--- src/hdl/rrta_pkg.sv ---
// Shared types, constants and register indexes for the round robin task assigner.
package rrta_pkg;

  localparam int MAX_STAGES_DEF  = 16;
  localparam int MAX_WORKERS_DEF = 255;

  localparam int CFG_IDX_W  = 1;
  localparam int CFG_DATA_W = 16;

  localparam logic [CFG_IDX_W-1:0] CFG_STAGE_COUNT   = 1'b0;
  localparam logic [CFG_IDX_W-1:0] CFG_PARALLEL_MASK = 1'b1;

  localparam logic [4:0]  STAGE_COUNT_RST   = 5'd16;
  localparam logic [15:0] PARALLEL_MASK_RST = 16'h0000;

  localparam logic [1:0] OP_REQUEST = 2'd0;
  localparam logic [1:0] OP_RETURN  = 2'd1;
  localparam logic [1:0] OP_FINISH  = 2'd2;

  typedef struct packed {
    logic [1:0] operation;
    logic       has_returned;
    logic [3:0] returned_stage;
    logic [3:0] finished_stage;
  } req_t;

  typedef struct packed {
    logic       grant_valid;
    logic [3:0] grant_stage;
    logic       deactivate_valid;
    logic [3:0] deactivate_stage;
  } rsp_t;

  typedef struct packed {
    logic rd_en;
    logic wr_en;
  } mem_ctl_t;

endpackage

--- src/hdl/rrta_stage_mem.sv ---
// Per-stage state memory: finished flag and worker count, registered read, write-first.
module rrta_stage_mem #(
  parameter int MAX_STAGES  = rrta_pkg::MAX_STAGES_DEF,
  parameter int MAX_WORKERS = rrta_pkg::MAX_WORKERS_DEF
) (
  input  logic                                 clk,
  input  logic                                 rst,
  input  rrta_pkg::mem_ctl_t                   ctl,
  input  logic [$clog2(MAX_STAGES)-1:0]        raddr,
  input  logic [$clog2(MAX_STAGES)-1:0]        waddr,
  input  logic [$clog2(MAX_WORKERS+1):0]       wdata,
  output logic [$clog2(MAX_WORKERS+1):0]       rd_data
);

  localparam int DW = $clog2(MAX_WORKERS + 1) + 1;

  logic [DW-1:0]   mem [MAX_STAGES];
  logic            entry_valid [MAX_STAGES];

  // Entries never written since reset read as zero through their valid bits.
  always_ff @(posedge clk) begin
    if (rst) begin
      for (int i = 0; i < MAX_STAGES; i++) begin
        entry_valid[i] <= 1'b0;
      end
    end else if (ctl.wr_en) begin
      entry_valid[waddr] <= 1'b1;
    end
  end

  always_ff @(posedge clk) begin
    if (ctl.wr_en) begin
      mem[waddr] <= wdata;
    end
    if (ctl.rd_en) begin
      if (ctl.wr_en && (waddr == raddr)) begin
        rd_data <= wdata;
      end else if (entry_valid[raddr]) begin
        rd_data <= mem[raddr];
      end else begin
        rd_data <= '0;
      end
    end
  end

endmodule

--- src/hdl/rrta_ctrl.sv ---
// Sequencer: return and finish handling, pipelined round robin scan and result register.
module rrta_ctrl #(
  parameter int MAX_STAGES  = rrta_pkg::MAX_STAGES_DEF,
  parameter int MAX_WORKERS = rrta_pkg::MAX_WORKERS_DEF
) (
  input  logic                                 clk,
  input  logic                                 rst,
  input  logic [4:0]                           stages_used,
  input  logic [15:0]                          parallel_mask,
  input  logic                                 req_valid,
  output logic                                 req_ready,
  input  rrta_pkg::req_t                       req,
  output logic                                 rsp_valid,
  input  logic                                 rsp_ready,
  output rrta_pkg::rsp_t                       rsp,
  output rrta_pkg::mem_ctl_t                   mem_ctl,
  output logic [$clog2(MAX_STAGES)-1:0]        raddr,
  output logic [$clog2(MAX_STAGES)-1:0]        waddr,
  output logic [$clog2(MAX_WORKERS+1):0]       wdata,
  input  logic [$clog2(MAX_WORKERS+1):0]       rd_data
);

  localparam int AW = $clog2(MAX_STAGES);
  localparam int CW = $clog2(MAX_WORKERS + 1);

  localparam logic [2:0] S_IDLE = 3'd0;
  localparam logic [2:0] S_RET  = 3'd1;
  localparam logic [2:0] S_SCAN = 3'd2;
  localparam logic [2:0] S_FIN  = 3'd3;
  localparam logic [2:0] S_DONE = 3'd4;

  logic [2:0]    state;
  logic [2:0]    state_next;
  logic [4:0]    scan_ptr;
  logic [1:0]    op_q;
  logic [3:0]    rs_q;
  logic [3:0]    fs_q;
  logic [4:0]    iss_s;
  logic [4:0]    iss_cnt;
  logic [4:0]    chk_s;
  logic          chk_v;
  logic          chk_last;
  logic          gv;
  logic [3:0]    gs;
  logic          dv;
  logic [3:0]    ds;

  logic          rd_fin;
  logic [CW-1:0] rd_cnt;
  logic [CW-1:0] cnt_inc;
  logic          chk_par;
  logic          eligible;
  logic          ret_ok_in;
  logic          fin_ok_in;
  logic          issue;
  logic          out_free;
  logic [4:0]    scan_start;

  function automatic logic [4:0] next_stage(input logic [4:0] s, input logic [4:0] n);
    logic [5:0] sum;
    begin
      sum = {1'b0, s} + 6'd1;
      return (sum == {1'b0, n}) ? 5'd0 : sum[4:0];
    end
  endfunction

  assign req_ready  = (state == S_IDLE);
  assign rd_fin     = rd_data[CW];
  assign rd_cnt     = rd_data[CW-1:0];
  assign cnt_inc    = (rd_cnt < CW'(MAX_WORKERS)) ? rd_cnt + CW'(1) : rd_cnt;
  assign chk_par    = !chk_s[4] && parallel_mask[chk_s[3:0]];
  assign eligible   = !rd_fin && (chk_par || (rd_cnt == '0));
  assign ret_ok_in  = req.has_returned && ({1'b0, req.returned_stage} < stages_used);
  assign fin_ok_in  = {1'b0, req.finished_stage} < stages_used;
  assign issue      = (iss_cnt != stages_used);
  assign out_free   = !rsp_valid || rsp_ready;
  assign scan_start = (scan_ptr < stages_used) ? scan_ptr : 5'd0;

  always_comb begin
    mem_ctl    = '0;
    raddr      = '0;
    waddr      = '0;
    wdata      = '0;
    state_next = state;
    case (state)
      S_IDLE: begin
        if (req_valid) begin
          case (req.operation)
            rrta_pkg::OP_REQUEST, rrta_pkg::OP_RETURN: begin
              if (ret_ok_in) begin
                mem_ctl.rd_en = 1'b1;
                raddr         = AW'(req.returned_stage);
                state_next    = S_RET;
              end else if (req.operation == rrta_pkg::OP_REQUEST) begin
                state_next = S_SCAN;
              end else begin
                state_next = S_DONE;
              end
            end
            rrta_pkg::OP_FINISH: begin
              if (fin_ok_in) begin
                mem_ctl.rd_en = 1'b1;
                raddr         = AW'(req.finished_stage);
                state_next    = S_FIN;
              end else begin
                state_next = S_DONE;
              end
            end
            default: state_next = S_DONE;
          endcase
        end
      end
      S_RET: begin
        if (rd_cnt != '0) begin
          mem_ctl.wr_en = 1'b1;
          waddr         = AW'(rs_q);
          wdata         = {rd_fin, rd_cnt - CW'(1)};
        end
        state_next = (op_q == rrta_pkg::OP_REQUEST) ? S_SCAN : S_DONE;
      end
      S_SCAN: begin
        // One read is issued per cycle while the previous stage is checked.
        if (issue) begin
          mem_ctl.rd_en = 1'b1;
          raddr         = AW'(iss_s);
        end
        if (chk_v && eligible) begin
          mem_ctl.wr_en = 1'b1;
          waddr         = AW'(chk_s);
          wdata         = {1'b0, cnt_inc};
          state_next    = S_DONE;
        end else if (chk_v && chk_last) begin
          state_next = S_DONE;
        end
      end
      S_FIN: begin
        mem_ctl.wr_en = 1'b1;
        waddr         = AW'(fs_q);
        wdata         = {1'b1, rd_cnt};
        state_next    = S_DONE;
      end
      S_DONE: begin
        if (out_free) begin
          state_next = S_IDLE;
        end
      end
      default: state_next = S_IDLE;
    endcase
  end

  always_ff @(posedge clk) begin
    if (rst) begin
      state     <= S_IDLE;
      scan_ptr  <= 5'd0;
      rsp_valid <= 1'b0;
      chk_v     <= 1'b0;
    end else begin
      state <= state_next;
      if ((state == S_DONE) && out_free) begin
        rsp_valid <= 1'b1;
      end else if (rsp_valid && rsp_ready) begin
        rsp_valid <= 1'b0;
      end
      case (state)
        S_IDLE: begin
          if (req_valid) begin
            op_q    <= req.operation;
            rs_q    <= req.returned_stage;
            fs_q    <= req.finished_stage;
            gv      <= 1'b0;
            gs      <= 4'd0;
            dv      <= 1'b0;
            ds      <= 4'd0;
            iss_s   <= scan_start;
            iss_cnt <= 5'd0;
            chk_v   <= 1'b0;
          end
        end
        S_RET: begin
          if ((op_q == rrta_pkg::OP_REQUEST) && (rd_cnt == CW'(1)) && rd_fin) begin
            dv <= 1'b1;
            ds <= rs_q;
          end
        end
        S_SCAN: begin
          if (issue) begin
            iss_s    <= next_stage(iss_s, stages_used);
            iss_cnt  <= iss_cnt + 5'd1;
            chk_s    <= iss_s;
            chk_last <= ((iss_cnt + 5'd1) == stages_used);
            chk_v    <= 1'b1;
          end else begin
            chk_v <= 1'b0;
          end
          if (chk_v && eligible) begin
            gv       <= 1'b1;
            gs       <= chk_s[3:0];
            scan_ptr <= next_stage(chk_s, stages_used);
          end
        end
        S_DONE: begin
          if (out_free) begin
            rsp.grant_valid      <= gv;
            rsp.grant_stage      <= gs;
            rsp.deactivate_valid <= dv;
            rsp.deactivate_stage <= ds;
          end
        end
        default: ;
      endcase
    end
  end

endmodule

--- src/hdl/round_robin_task_assigner_core.sv ---
// Top level: configuration registers, stage memory and sequencer of the task assigner.
// Flow: a request with a return first reads the returned stage and takes a worker off it,
// then scans the stages in use for a grant; a return or finish reads its stage and updates
// it; an ignored item (unused operation, stage out of range, no worker back) skips memory.
// One item at a time: a new beat is taken only once the last result is registered, and the
// scan reads one memory entry per cycle through the single read port.
// Reset: synchronous, clears the scan pointer, handshake state and the memory valid bits
// at once (no clearing pass); registers return to sixteen stages and no parallel stages.
module round_robin_task_assigner_core #(
  parameter int MAX_STAGES  = rrta_pkg::MAX_STAGES_DEF,
  parameter int MAX_WORKERS = rrta_pkg::MAX_WORKERS_DEF
) (
  input  logic                              clk,
  input  logic                              rst,
  input  logic                              cfg_we,
  input  logic [rrta_pkg::CFG_IDX_W-1:0]    cfg_index,
  input  logic [rrta_pkg::CFG_DATA_W-1:0]   cfg_data,
  input  logic                              req_valid,
  output logic                              req_ready,
  input  rrta_pkg::req_t                    req,
  output logic                              rsp_valid,
  input  logic                              rsp_ready,
  output rrta_pkg::rsp_t                    rsp
);

  localparam int AW = $clog2(MAX_STAGES);
  localparam int DW = $clog2(MAX_WORKERS + 1) + 1;

  logic [4:0]         stage_count;
  logic [15:0]        parallel_mask;
  logic [4:0]         stages_used;
  rrta_pkg::mem_ctl_t mem_ctl;
  logic [AW-1:0]      raddr;
  logic [AW-1:0]      waddr;
  logic [DW-1:0]      wdata;
  logic [DW-1:0]      rd_data;

  always_ff @(posedge clk) begin
    if (rst) begin
      stage_count   <= rrta_pkg::STAGE_COUNT_RST;
      parallel_mask <= rrta_pkg::PARALLEL_MASK_RST;
    end else if (cfg_we) begin
      case (cfg_index)
        rrta_pkg::CFG_STAGE_COUNT:   stage_count   <= cfg_data[4:0];
        rrta_pkg::CFG_PARALLEL_MASK: parallel_mask <= cfg_data[15:0];
        default: ;
      endcase
    end
  end

  // A stage count of zero means one stage; anything above the memory depth is clipped.
  always_comb begin
    if (stage_count == 5'd0) begin
      stages_used = 5'd1;
    end else if (32'(stage_count) > MAX_STAGES) begin
      stages_used = 5'(MAX_STAGES);
    end else begin
      stages_used = stage_count;
    end
  end

  rrta_ctrl #(
    .MAX_STAGES  (MAX_STAGES),
    .MAX_WORKERS (MAX_WORKERS)
  ) u_ctrl (
    .clk           (clk),
    .rst           (rst),
    .stages_used   (stages_used),
    .parallel_mask (parallel_mask),
    .req_valid     (req_valid),
    .req_ready     (req_ready),
    .req           (req),
    .rsp_valid     (rsp_valid),
    .rsp_ready     (rsp_ready),
    .rsp           (rsp),
    .mem_ctl       (mem_ctl),
    .raddr         (raddr),
    .waddr         (waddr),
    .wdata         (wdata),
    .rd_data       (rd_data)
  );

  rrta_stage_mem #(
    .MAX_STAGES  (MAX_STAGES),
    .MAX_WORKERS (MAX_WORKERS)
  ) u_mem (
    .clk     (clk),
    .rst     (rst),
    .ctl     (mem_ctl),
    .raddr   (raddr),
    .waddr   (waddr),
    .wdata   (wdata),
    .rd_data (rd_data)
  );

endmodule

--- config.mk ---
export PLATFORM = sky130hd
export DESIGN_NAME = round_robin_task_assigner_core
export DESIGN_NICKNAME = d
export VERILOG_FILES = /design/src/hdl/rrta_pkg.sv /design/src/hdl/rrta_stage_mem.sv /design/src/hdl/rrta_ctrl.sv /design/src/hdl/round_robin_task_assigner_core.sv
export SDC_FILE = /design/constraint.sdc
export NUM_CORES = 1
export LEC_CHECK = 0
export BUFFER_PORTS_ARGS = -buffer_cell sky130_fd_sc_hd__clkbuf_2
export CORE_UTILIZATION = 56
export DETAILED_ROUTE_END_ITERATION = 10
export GPL_TIMING_DRIVEN = 0
export PLACE_DENSITY = 0.81
export SLEW_MARGIN = 20
export SYNTH_ARGS = -nofsm -noshare
export SYNTH_HDL_FRONTEND = slang
export SYNTH_SLANG_ARGS = --single-unit
--- constraint.sdc ---
create_clock -name clk -period 3.3 [get_ports clk]
set_input_delay 0.99 -clock clk [delete_from_list [all_inputs] [get_ports clk]]
set_output_delay 0.99 -clock clk [all_outputs]
set_load 0.02 [all_outputs]
* After elaboration in Yosys (flattened, before gate mapping)
Memories as Yosys holds them, arrays and structs flattened.
Cells that the tools add are included.
** Cells by class
- Add/subtract/negate cells :: 5
- Order comparisons :: 6
- Equal/unequal tests :: 18
- Muxes and demuxes :: 69
- Bitwise operators :: 2
- Reduce and logical (&&, ||, !) cells :: 37
** Operators by type and width (count)
- $mux 5 :: 9
- $mux 4 :: 10
- $pmux 4 s2 :: 4
- $mux 9 :: 3
- $pmux 9 s3 :: 1
- $mux 3 :: 8
- $mux 1 :: 20
- $pmux 5 s2 :: 2
- $mux 8 :: 2
- $pmux 3 s5 :: 1
- $add 5x1->6 const B :: 2
- $eq 6x5->1 :: 2
- $pmux 4 s3 :: 1
- $reduce_and 3->1 :: 4
- $reduce_and 4->1 :: 3
- $logic_and 1x1->1 :: 10
- $lt 4x5->1 :: 2
- $pmux 1 s2 :: 5
- $add 8x1->8 const B :: 1
- $eq 8x1->1 const B :: 1
- $logic_not 8->1 :: 1
- $lt 8x8->1 const B :: 1
- $ne 2x1->1 const B :: 4
- $reduce_and 2->1 :: 4
- 28 further kinds :: 36
** Storage, ports and cells
- Register bits :: 86
- Memory bits (writable) :: 160
- Input port bits :: 33
- Output and inout bits :: 12
- Logic and storage cells :: 161
- Memories kept :: 2
** Memories
- u_mem.mem :: depth 16, bits a word 9, read ports 1, clocked after Yosys merged registers in 0, write ports 1, RTL line rrta_stage_mem.sv:17 : logic [DW-1:0] mem [MAX_STAGES];
- u_mem.entry_valid :: depth 16, bits a word 1, read ports 1, clocked after Yosys merged registers in 0, write ports 16, RTL line rrta_stage_mem.sv:18 : logic entry_valid [MAX_STAGES];

* Depth between registers and ports, before layout
- Depth after elaboration :: 13
- Mapped depth :: 15
- Mapped depth without buffers :: 12

* Cells and area by module
Synthesis repeated with hierarchy kept, for this count alone.
** Second synthesis, totals
- Cells, all modules :: 794
- Area total of the unflattened synthesis :: 11170.7 um^2
** Modules (own cells, without submodules)
- rrta_stage_mem :: instances 1, cells each 343, area an instance 6613.8 um^2, seq. area each 4914.7 um^2
- rrta_ctrl :: instances 1, cells each 352, area an instance 3543.4 um^2, seq. area each 1581.5 um^2
- round_robin_task_assigner_core :: instances 1, cells each 99, area an instance 1013.5 um^2, seq. area each 420.4 um^2

* Worst setup path before layout
OpenSTA, ideal clock, no wires.
- Kind :: input -> register
- Start point :: input port req[2] in the netlist's numbering
- End point :: register u_mem.rd_data[0], data pin
- Setup time :: 0.275 ns
- Arrival :: 3.193 ns
- Required time :: 3.025 ns
- Slack :: -0.169 ns
- Stages :: 10
- Buffers on the path :: 1
- Cell sequence :: ha_1 -> a211oi_1 -> nor3_1 -> o22a_1 -> and2_1 -> buf_6 -> mux2i_1 -> a2111oi_4 -> a211oi_4 -> o41ai_1
** Between the ends
- Cells in the longest elaborated chain, start to end :: 8
- Elaborated cells on any way between the ends :: 11
- Those cells by class :: order compare: 1; eq/ne: 1; mux: 6; reduce/logical: 1; memory: 2
** RTL lines
- from (decl) :: RTL line round_robin_task_assigner_core.sv:20 : input rrta_pkg::req_t req,
- $lt 4x5->1 :: RTL line rrta_ctrl.sv:74 : assign fin_ok_in = {1'b0, req.finished_stage} < stages_used;
- $mux 4 (*) :: RTL line rrta_ctrl.sv:101 : if (fin_ok_in) begin
- $pmux 4 s2 (*) :: RTL line rrta_ctrl.sv:88 : case (req.operation)
- $mux 4 (*) :: RTL line rrta_ctrl.sv:87 : if (req_valid) begin
- $pmux 4 s2 (*) :: RTL line rrta_ctrl.sv:85 : case (state)
- $mem_v2 16x9, or another cell as far along
- $mux 9 or $logic_and 1x1->1 (tied branches) :: RTL line rrta_stage_mem.sv:38, rrta_stage_mem.sv:36
- $mux 9 (*) :: RTL line rrta_stage_mem.sv:36 : if (ctl.wr_en && (waddr == raddr)) begin
- to (signal assigned) :: RTL line rrta_stage_mem.sv:37 : rd_data <= wdata;
- to (signal assigned) :: RTL line rrta_stage_mem.sv:39 : rd_data <= mem[raddr];
- to (decl) :: RTL line rrta_stage_mem.sv:12 : output logic [$clog2(MAX_WORKERS+1):0] rd_data
Mark *: on every way between the ends. The rest lies on a longest branch, timed or not.
A chain may end at the register's enable or synchronous reset.

* Final worst setup path
- Start point :: register u_ctrl.state[0]
- End point :: register u_mem.rd_data[4], data pin
** Between the ends
- Cells in the longest elaborated chain, start to end :: 5
- Elaborated cells on any way between the ends :: 14
- Those cells by class :: eq/ne: 4; mux: 6; reduce/logical: 2; memory: 2
** RTL lines
- from (decl) :: RTL line rrta_ctrl.sv:32 : logic [2:0] state;
- from (signal assigned) :: RTL line rrta_ctrl.sv:158 : state <= state_next;
- $eq 3x2->1, or another cell as far along :: RTL line rrta_ctrl.sv:85
- $pmux 4 s2 or $pmux 4 s3 (tied branches) :: RTL line rrta_ctrl.sv:85
- $mem_v2 16x9, or another cell as far along
- $mux 9 or $logic_and 1x1->1 (tied branches) :: RTL line rrta_stage_mem.sv:38, rrta_stage_mem.sv:36
- $mux 9 (*) :: RTL line rrta_stage_mem.sv:36
Marks and branches as above.

==> impl_metrics.tcl <==
set metrics [dict create \
    cp.arrival_ns 3.88 \
    fin_hold_ws_ns 0.416 \
    groute.layer.met2.usage_pct 45.5 \
    synthesized_netlist_net_count 972 \
    drt_pre_antenna_iters 7 \
    gp_routability_congestion 0.929 \
    run_status "finished, violations left" \
    max-slew-margin-rel_pct 32.9 \
    wire_per_inst_um 25.4 \
    wire_length_of_the_first_global_routing_pass_um 44400 \
    pin_count_of_the_biggest_net_entering_global_routing 18 \
    holdCritPathClass "reg2reg" \
    ant_nets 0 \
    endpoint_kind "flip-flop" \
    layout_worst_path_cycle_share_pct 107 \
    crit_path_max_incr_delay_ns 0.44 \
    type_of_the_worst_setup_path "reg2reg" \
    dp_hpwl_um 19200 \
    synth-warning-count 0 \
    core.rowCount 51 \
    layout_common_cells "sky130_fd_sc_hd__edfxtp_1, sky130_fd_sc_hd__nand2_1, sky130_fd_sc_hd__nor2_1, sky130_fd_sc_hd__a21oi_1" \
    final_common_cell "sky130_fd_sc_hd__edfxtp_1" \
    die_w_um 144 \
    cts_buffers 24 \
    crit_path_max_fanout 10 \
    fmaxAchievable_mhz 282 \
    post_synth_instance_area_um2 11200 \
    switching_share_pct 26.5 \
    hold_path.startpoint "u_ctrl.gs[3]$_SDFFCE_PN0P_" \
    failing_checks "setup timing" \
    slew_violations 0 \
    share_clk_of_total_power_pct 37.5 \
    multiInputGateArea_um2 4840 \
    ff_latch_area_um2 6920 \
    totalNegativeSetupSlack_ns -10.45 \
    synth-edff-count 199 \
    global_route.usage.total_pct 29.0 \
    setup_viol_count_final 87 \
    critical-path-top-delay-family "compound AO/OA/AOI/OAI gates" \
    timing.max_cap.violations 0 \
    unrepaired_setup_endpoints_after_global_routing "yes" \
    drive_gt1_share_pct 28.3 \
    hold_viol_final 0 \
    netSwitchingPower_w 0.00196 \
    synthArstFlopShare_pct 0 \
    dr_total_vias 8934 \
    seq_power_share_pct 47.4 \
    vdd_ir_drop_max_mv 0.423 \
    power_density_nw_per_um2 526 \
    drc 0 \
    met1_usage_pct 40.6 \
    fin_worst_skew_ns 0.0317 \
    worstSkewPairLatency_ns 0.54 \
    design.portCount 45 \
    grt.overflow.total 0 \
    post_synth.cell_area_avg_um2 12.2 \
    antennaDiodeCount 0 \
    first_element_of_the_critical_path "u_ctrl.state[0]$_SDFFE_PP0P_" \
    cts_htree_levels 1 \
    area.growth.synth_to_final_pct 25.2 \
    initial_drt_markers 1394 \
    crit-reg2reg-launch "u_ctrl.state[0]$_SDFFE_PP0P_" \
    path_cells "clkbuf_1, nor2_2, nand2_1, a21oi_2, a221o_2, buf_4, clkbuf_16, buf_6, a21oi_1, a221oi_1, nor3_1, o41ai_2" \
    port_buffers 43 \
    synth_seq_cells 246 \
    die_h_um 144 \
    first_global_vias 7877 \
    clock_sinks 246 \
    grt_most_used_layer "met2" \
    internal-power_w 0.00545 \
    fill_count 1179 \
    timing.final.ws_setup_ns -0.245 \
    fin_crit_ns 3.55 \
    worst-path-buf-inv 4 \
    timing.critical_path.required_ns 3.64 \
    post-route-cell-area_um2 14100 \
    start_util_pct 57.4 \
    synth_cell_types 76 \
    total_routed_wirelength_um 33500 \
    ys_seq_area_share_pct 61.5 \
    num-nets-final 1088 \
    timing.critical_path.from_type "flip-flop" \
    combPwrFrac_pct 15.1 \
    yosys_most_used_dff "sky130_fd_sc_hd__edfxtp_1" \
    worstMarginPinSlew_ns 1.00 \
    clock_tree.buffer_depth 3 \
    cts_hold_buf 0 \
    die_ar_um2 20600 \
    postPlaceCellArea_um2 12000 \
    crit_slowest_cell "sky130_fd_sc_hd__a21oi_2" \
    global_route.usage.met3_pct 4.37 \
    antenna_violations_before_repair 0 \
    path_clk_slew_ns 0.07 \
    p_leak_nw 4.76 \
    cts_tree "done" \
    route.detailed.vias_per_inst 6.78 \
    cts_root_buffer "sky130_fd_sc_hd__clkbuf_16" \
    synthesized_netlist_cell_count 922 \
    core_area_um2 19600 \
]
[layer usage]
layer  share of wire, %  vias up
met1                 37     4261
li1                   -     3736
met2                 46      756
met3                 12      181
met4                4.9        0
met5                  0        -
[final cells by class]
| class | instances | area share, % |
|---|---|---|
| repair buffers | 91 | 5.51 |
| inverters | 13 | 0.445 |
| clock buffers | 27 | 4.42 |
| multi-input cells | 611 | 34.4 |
| clock inverters | 14 | 1.14 |
| well taps | 265 | 2.36 |
| plain buffers | 51 | 2.49 |
| flip-flops and latches | 246 | 49.2 |
[cells by family (layout without fill, tap and decap cells)]
logic type	count (synthesis)	in the layout	synth area share, %
DFF	246	246	61.5
AOI/OAI and AO/OA	211	211	13.9
xor gates and xnor gates	29	29	2.46
buffers and inverters	66	196	2.82
and+or+nand+nor	301	302	12.3
adders and majority gates	17	17	1.89
muxes	52	52	5.08
[flip-flops by register name (all words and copies together), names as in the netlist, 2 cells and up]
register           cells
u_mem.mem            144
parallel_mask         16
u_mem.entry_valid     16
u_ctrl.rsp            10
u_mem.rd_data          9
stage_count            5
u_ctrl.chk_s           5
u_ctrl.iss_cnt         5
u_ctrl.iss_s           5
u_ctrl.scan_ptr        5
u_ctrl.ds              4
u_ctrl.fs_q            4
u_ctrl.gs              4
u_ctrl.rs_q            4
u_ctrl.state           3
u_ctrl.op_q            2
[repair_timing]
action / CTS / global route
pin swaps: 12 / 37
endpoints found under the setup margin: 182 / 178
cloned: 0 / 4
resized for setup: 92 / 86
setup buffers: 13 / 23
[metrics by stage]
| stage | power (W) | cells | util, % | setup slack (ns) |
|---|---|---|---|---|
| 2_1_floorplan | 0.00412 | 922 | - | 0.00434 |
| 3_3_place_gp | 0.00434 | 1230 | 60.6 | -1.03 |
| 3_5_place_dp | 0.00439 | 1239 | 61.3 | -1.09 |
| 4_1_cts | 0.00717 | 1292 | 68.1 | -0.0472 |
| 5_1_grt | 0.00757 | 1318 | 71.8 | -0.412 |
| 6_report | 0.00741 | 1318 | 71.8 | -0.245 |
[worst paths after layout]
path                                     end  slack (ns)  cells past startpoint
hold reg to reg      u_ctrl.rsp[8]$_DFFE_PP_        0.42                      0
setup / recovery  u_mem.rd_data[4]$_DFFE_PP_       -0.25                     12
setup reg to reg  u_mem.rd_data[4]$_DFFE_PP_       -0.25                     12
hold / removal       u_ctrl.rsp[8]$_DFFE_PP_        0.42                      0
[Yosys cell counts, types with 3 or more instances]
cell / count / area [um^2]
sky130_fd_sc_hd__a31oi_1: 4 / 25.0
sky130_fd_sc_hd__and3_1: 10 / 62.6
sky130_fd_sc_hd__and2_1: 9 / 56.3
sky130_fd_sc_hd__o21ai_1: 3 / 15.0
sky130_fd_sc_hd__edfxtp_1: 199 / 5980
sky130_fd_sc_hd__o21a_1: 4 / 30.0
sky130_fd_sc_hd__a211oi_1: 3 / 22.5
sky130_fd_sc_hd__a22oi_1: 8 / 60.1
sky130_fd_sc_hd__buf_6: 5 / 56.3
sky130_fd_sc_hd__nand2_1: 114 / 428
sky130_fd_sc_hd__o21ai_0: 28 / 140
sky130_fd_sc_hd__buf_1: 3 / 11.3
sky130_fd_sc_hd__clkbuf_1: 26 / 97.6
sky130_fd_sc_hd__mux2i_1: 48 / 480
sky130_fd_sc_hd__o41ai_1: 8 / 70.1
sky130_fd_sc_hd__dfxtp_1: 47 / 941
sky130_fd_sc_hd__nor3_1: 28 / 140
sky130_fd_sc_hd__nand4_1: 4 / 25.0
sky130_fd_sc_hd__a221oi_1: 39 / 342
sky130_fd_sc_hd__buf_4: 3 / 22.5
sky130_fd_sc_hd__inv_1: 11 / 41.3
sky130_fd_sc_hd__o221ai_1: 3 / 26.3
sky130_fd_sc_hd__a21oi_1: 66 / 330
sky130_fd_sc_hd__ha_1: 17 / 213
sky130_fd_sc_hd__o2111ai_1: 5 / 43.8
sky130_fd_sc_hd__nor3b_1: 3 / 22.5
sky130_fd_sc_hd__xnor2_1: 17 / 149
sky130_fd_sc_hd__nand2b_1: 13 / 81.3
sky130_fd_sc_hd__nor2_1: 87 / 327
sky130_fd_sc_hd__xnor2_2: 3 / 48.8
sky130_fd_sc_hd__nand3b_1: 4 / 30.0
sky130_fd_sc_hd__nor4_1: 3 / 18.8
sky130_fd_sc_hd__o211ai_1: 6 / 45.0
sky130_fd_sc_hd__mux4_2: 4 / 90.1
sky130_fd_sc_hd__a221o_1: 3 / 30.0
sky130_fd_sc_hd__buf_2: 16 / 80.1
sky130_fd_sc_hd__nand3_1: 12 / 60.1
sky130_fd_sc_hd__xor2_1: 9 / 78.8
[power groups by stage]
stage / clock (W) / combinational [W] / sequential, W
after floorplan: 0 / 0.000558 / 0.00356
after global placement: 0 / 0.000778 / 0.00357
after detailed placement: 0 / 0.000819 / 0.00357
after CTS: 0.00275 / 0.000915 / 0.00351
after global routing: 0.00290 / 0.00116 / 0.00351
final: 0.00278 / 0.00112 / 0.00351
Note: power is estimated with default switching activity, not from simulation.
